**src/sv/iira_pkg.sv**
```systemverilog
package iira_pkg;

  localparam int KIND_W   = 3;
  localparam int POS_W    = 7;
  localparam int VAL_W    = 32;
  localparam int STATUS_W = 2;
  localparam int CNT_W    = 7;

  localparam int DEPTH_DEF     = 64;
  localparam int WORD_BITS_DEF = 32;

  typedef enum logic [KIND_W-1:0] {
    KIND_INSERT = 3'd0,
    KIND_REMOVE = 3'd1,
    KIND_READ   = 3'd2,
    KIND_WRITE  = 3'd3,
    KIND_CLEAR  = 3'd4
  } kind_e;

  typedef enum logic [STATUS_W-1:0] {
    ST_OK    = 2'd0,
    ST_RANGE = 2'd1,
    ST_FULL  = 2'd2
  } status_e;

  // per-cycle command broadcast to every cell
  typedef struct packed {
    logic             ins;
    logic             rem;
    logic             wr;
    logic             rd;
    logic [POS_W-1:0] pos;
  } cell_ctrl_t;

endpackage

```
**src/sv/iira_cell.sv**
```systemverilog
module iira_cell #(
  parameter int DEPTH     = iira_pkg::DEPTH_DEF,
  parameter int WORD_BITS = iira_pkg::WORD_BITS_DEF,
  parameter int IDX       = 0
) (
  input  logic                 clk_i,
  input  iira_pkg::cell_ctrl_t ctrl_i,
  input  logic [WORD_BITS-1:0] val_i,
  input  logic [WORD_BITS-1:0] lo_i,
  input  logic [WORD_BITS-1:0] hi_i,
  output logic [WORD_BITS-1:0] word_o,
  output logic [WORD_BITS-1:0] rd_o
);
  import iira_pkg::*;

  localparam int IDXW = $clog2(DEPTH);
  localparam int IW   = (POS_W > IDXW) ? POS_W : IDXW;
  localparam logic [IW-1:0] MyIdx = IW'(IDX);

  logic [WORD_BITS-1:0] word_q, word_d;
  logic [WORD_BITS-1:0] rd_q, rd_d;
  logic [IW-1:0]        pos_x;
  logic                 hit, above;

  assign pos_x = IW'(ctrl_i.pos);
  assign hit   = (MyIdx == pos_x);
  assign above = (MyIdx > pos_x);

  always_comb begin
    word_d = word_q;
    if (ctrl_i.ins && above) begin
      word_d = lo_i;
    end else if ((ctrl_i.ins || ctrl_i.wr) && hit) begin
      word_d = val_i;
    end else if (ctrl_i.rem && (hit || above)) begin
      word_d = hi_i;
    end
  end

  assign rd_d = (ctrl_i.rd && hit) ? word_q : '0;

  always_ff @(posedge clk_i) begin
    word_q <= word_d;
    rd_q   <= rd_d;
  end

  assign word_o = word_q;
  assign rd_o   = rd_q;

endmodule

```
**config.mk**
```make
export PLATFORM = sky130hd
export DESIGN_NAME = iira_cell
export DESIGN_NICKNAME = d
export VERILOG_FILES = /design/src/sv/iira_pkg.sv /design/src/sv/iira_cell.sv
export SDC_FILE = /design/constraint.sdc
export NUM_CORES = 1
export LEC_CHECK = 0
export BUFFER_PORTS_ARGS = -buffer_cell sky130_fd_sc_hd__buf_2
export CORE_UTILIZATION = 40
export DETAILED_ROUTE_END_ITERATION = 10
export PLACE_DENSITY = 0.79
export SYNTH_ARGS = -nofsm -noshare
export SYNTH_HDL_FRONTEND = slang
export SYNTH_SLANG_ARGS = --single-unit
```
**constraint.sdc**
```tcl
create_clock -name clk_i -period 1.9 [get_ports clk_i]
set_input_delay 0.19 -clock clk_i [delete_from_list [all_inputs] [get_ports clk_i]]
set_output_delay 0.19 -clock clk_i [all_outputs]
set_load 0.05 [all_outputs]
```
Yosys cells after proc, flatten, opt, wreduce, memory -nomap -nowiden
Cells that the tools add are included.
Storage, ports and cells
  input bits: 108
  register bits: 64
Operators by class
  muxes and demuxes: 3
  magnitude comparators: 1
  reductions and logical operators: 8
Operator list (count)
  $mux 32: 3
  $gt 1x7->1 const A: 1
  $logic_not 7->1: 1
  $logic_and 1x1->1: 4
  $reduce_bool 3->1: 1
  $logic_or 1x1->1: 2

Longest topological paths before layout
  depth in word-level cells: 6
  depth in mapped cells: 4
  gate-level depth less buffers: 3

Worst setup path after synthesis
Ideal clock, no wire load.
  kind: input-to-reg
  from: input port ctrl_i[3] (netlist bit)
  to: register word_q[0], in the netlist word_o[0] (enable)
  path buffers: 0
  data required time: 1.525 ns
  stages on the path: 2
  path slack: 0.332 ns
  setup time: 0.375 ns
  arrival: 1.193 ns
  cell sequence: nor3_1 -> o311a_2
On the way
  longest elaborated chain between the ends: 4
  elaborated cells on any way between the ends: 7
Ends and longest elaborated chain
  start, declared: RTL line iira_cell.sv:7  | input iira_pkg::cell_ctrl_t ctrl_i,
  $gt 1x7->1 / $logic_not 7->1 (equally long branches): RTL line iira_cell.sv:27, iira_cell.sv:26
  $logic_or 1x1->1: RTL line iira_cell.sv:35  | end else if (ctrl_i.rem && (hit || above)) begin
  $logic_and 1x1->1: RTL line iira_cell.sv:35
  $reduce_bool 3->1 (no line) *
  end signal, assigned: RTL line iira_cell.sv:43  | word_q <= word_d;
  end, declared: RTL line iira_cell.sv:20  | logic [WORD_BITS-1:0] word_q, word_d;
Every way passes the cells marked *; elsewhere a longest branch is shown, timed or not.
A chain may end at the register's enable or synchronous reset.

Worst setup path in the final report
  from: input port ctrl_i[3] (netlist bit)
  to: register word_q[17], in the netlist word_o[17] (data pin)
On the way
  longest elaborated chain between the ends: 4
  elaborated cells on any way between the ends: 6
Ends and longest elaborated chain
  parallel branches: the longest is 3 deep, another holds $gt 1x7->1
  $mux 32 *: RTL line iira_cell.sv:31  | if (ctrl_i.ins && above) begin
  net word_d[17]: RTL line iira_cell.sv:20
Mark *: on every way through the listed nets, which the timed path passes.

==> Flow_metrics.wiki <==
{| class="wikitable"
! Metric !! Value
|-
| Outcome || finished, final reports clean
|-
| RSZ-0062 raised after global routing || no
|-
| Mean cell area of the mapped netlist || 17.3 um2
|-
| XOR/XNOR share of the synthesized area || 0%
|-
| Via count of the first global-routing pass || 1,476
|-
| Library cell with the largest summed area after synthesis || sky130_fd_sc_hd__edfxtp_1
|-
| Boundary pin count || 172
|-
| Maximum Capacitance Violations || 0
|-
| Nets in the synthesized netlist || 247
|-
| Proportion of synthesized area in mux cells || 19.7%
|-
| Crit-path max cell delay || 0.40 ns
|-
| Number of buffers added to fix hold violations after cts || 0
|-
| Post-Route Hold Slack || 0.161 ns
|-
| ANT nets after route || 0
|-
| IR drop worst, VDD || 0.338 mV
|-
| Final std cell area, no fill || 0.00337 mm2
|-
| Simple-gate share of the synthesized area || 10.4%
|-
| Overall power consumption || 2.66 mW
|-
| Total number of vias || 1,572
|-
| Final-report setup violation count || 0
|-
| Endpoint required time on the critical path || 1.98 ns
|-
| Clock Root Buffer || sky130_fd_sc_hd__clkbuf_8
|-
| Final hold violation count || 0
|-
| Adder-cell share of the synthesized area || 0%
|-
| Power per cell area || 792 mW/mm2
|-
| CTS tree || built
|-
| Synthesis-stage register bit count || 64
|-
| Count of warnings emitted by yosys || 0
|-
| Die boundary width || 79.5 um
|-
| Top flip-flop cell by instance count after synthesis || sky130_fd_sc_hd__edfxtp_1
|-
| Worst setup slack before clock tree synthesis || 0.250 ns
|-
| Critical Path, Cell by Cell || buf_2 -> nor3_1 -> o211ai_4 -> buf_12 -> mux2_4
|-
| Fraction of the cycle the final worst path needs || 69.0%
|-
| Number of gates resized after CTS || 0
|-
| Maximum number of pins on one net before global-route repair || 33
|-
| Min setup slack post-route || 0.588 ns
|-
| Final TNS setup || 0 ns
|-
| Clock Skews || 0.00569 ns
|-
| Post-CTS setup buffer count || 0
|-
| Number of placement rows || 27
|-
| Maximum buffer depth of the clock tree || 2
|-
| Worst Hold Class || in -> reg
|-
| Core footprint || 0.00564 mm2
|-
| Area of placed instances || 0.00318 mm2
|-
| Max Slew Vio Count || 0
|-
| Area growth from synthesis to layout || 40.2%
|-
| Leakage component of the power || 1.68 nW
|-
| Antenna diode count || 0
|-
| Relative slew slack || 69.6%
|-
| Vias per cell || 4.34
|-
| Count of input and output buffers || 139
|-
| Post-DR wirelength/cell || 13.3 um
|-
| Transition at the pin with the smallest max-transition slack || 0.452 ns
|-
| CTS buffer count || 9
|-
| H-tree level count || 3
|-
| Data arrival, critical path || 1.39 ns
|-
| Residual DRC || 0
|-
| Total number of clock tree sinks || 64
|-
| Ratio of cells with drive above 1 in the final layout || 70.3%
|-
| Top cells by area, synth || sky130_fd_sc_hd__edfxtp_1, sky130_fd_sc_hd__dfxtp_1, sky130_fd_sc_hd__mux2_4
|-
| Register area share after synthesis || 66.7%
|-
| Hpwl dp || 3580 um
|-
| Synth Area in Compound Gates || 1.35%
|-
| Wire length of the first global-routing pass || 6980 um
|-
| Summed instance area of the synthesized netlist || 0.00240 mm2
|-
| Fmax || 0.762 GHz
|-
| First-iteration detailed-routing DRC count || 32
|-
| Antenna violations before repair || 0
|-
| Clock latency at the later pin of the worst-skew pair || 0.32 ns
|-
| Total Routing Usage GR || 15.3%
|-
| Worst Path Max Fanout || 32
|-
| Type of the worst setup path || in -> reg
|-
| Yosys cell types || 13
|-
| Gpl congestion || 0.718
|-
| Launching element type of the critical path || input port
|-
| Nets || 393
|-
| Number of enable-type register cells in the synthesized netlist || 32
|-
| Synthesized netlist cell count || 139
|-
| Router iterations before antenna repair || 3
|-
| Critical path's slowest cell || sky130_fd_sc_hd__nor3_1
|-
| Total gr overflow || 0
|-
| Clock-pin transition on the worst setup and hold timing paths || 0.07 ns
|-
| Vertical extent of the die || 79.5 um
|-
| Post-detailed-routing wire length || 4810 um
|-
| Starting density of the core || 42.6%
|-
| Critical Path End Type || register
|-
| Main combinational cell family by area after synthesis || multiplexers
|-
| Share of flip-flops with an asynchronous set or reset after synthesis || 0%
|-
| Area share of the largest cell type after synthesis || 40.0%
|-
| Period minus WS final || 1.31 ns
|-
| Die area || 0.00632 mm2
|-
| Most frequent cells after synthesis || sky130_fd_sc_hd__dfxtp_1, sky130_fd_sc_hd__edfxtp_1, sky130_fd_sc_hd__mux2_4
|}
==> registers in the layout, summed over array words and instances (netlist names) <==
name,count
rd_o,32
word_o,32
==> where the power goes <==
group | switching, mW | internal, mW
combinational | 0.0617 | 0.106
clock | 0.467 | 0.574
sequential | 0.00189 | 1.45
total | 0.530 | 2.13
==> routing by layer <==
| metal | global-route usage [%] | vias to the layer above | routed length [um] |
|---|---|---|---|
| met3 | 2.86 | 12 | 392 |
| met4 | 10.4 | 0 | 127 |
| met2 | 26.7 | 92 | 2290 |
| met5 | 0 | - | 0 |
| met1 | 16.8 | 687 | 2000 |
| li1 | - | 781 | - |
==> area by class of cell <==
type	instances	area [um2]
flip-flops and latches	64	1600
fillers	450	2280
well taps	72	90.1
clock buffers	13	169
multi-input cells	69	754
repair buffers	141	736
clock inverters	3	15.0
==> through the flow <==
stage | utilization (%) | std cells
finish | 59.7 | 362
global route | 59.7 | 362
CTS | 59.7 | 362
detailed placement | 56.4 | 346
global placement | 56.4 | 346
floorplan | - | 139
==> worst paths after layout <==
kind	from	to	slack (ns)	cells past startpoint
hold / removal	hi_i[14]	word_o[14]$_DFFE_PP_	0.16	2
setup / recovery	ctrl_i[3]	word_o[17]$_DFFE_PP_	0.59	5
hold reg to reg	word_o[30]$_DFFE_PP_	rd_o[30]$_SDFF_PN0_	0.47	1
setup reg to reg	word_o[12]$_DFFE_PP_	rd_o[12]$_SDFF_PN0_	1.22	1
==> cell families (layout without fill, tap and decap cells) <==
logic type / count (synthesis) / count (layout)
AOI/OAI and AO/OA: 2 / 2
buffers and inverters: 6 / 157
DFF: 64 / 64
muxes: 32 / 32
and+or+nand+nor: 35 / 35
==> cells in the final DEF (no fill, tap or decap), drive strengths merged <==
cell type,Yosys,final
buf,3,141
clkbuf,3,13
clkinv,0,3
nor3,1,1
o311a,1,1
mux2,32,32
nor4,1,1
edfxtp,32,32
and2,32,32
dfxtp,32,32
and3,1,1
o211ai,1,1
==> worst max-delay path: cells and delay by family <==
kind / cells / cell delay (ns)
and+or+nand+nor: 1 / 0.40
buffers and inverters: 2 / 0.32
AOI/OAI and AO/OA: 1 / 0.14
muxes: 1 / 0.32
No activity file was read; power rests on OpenSTA's default activity.
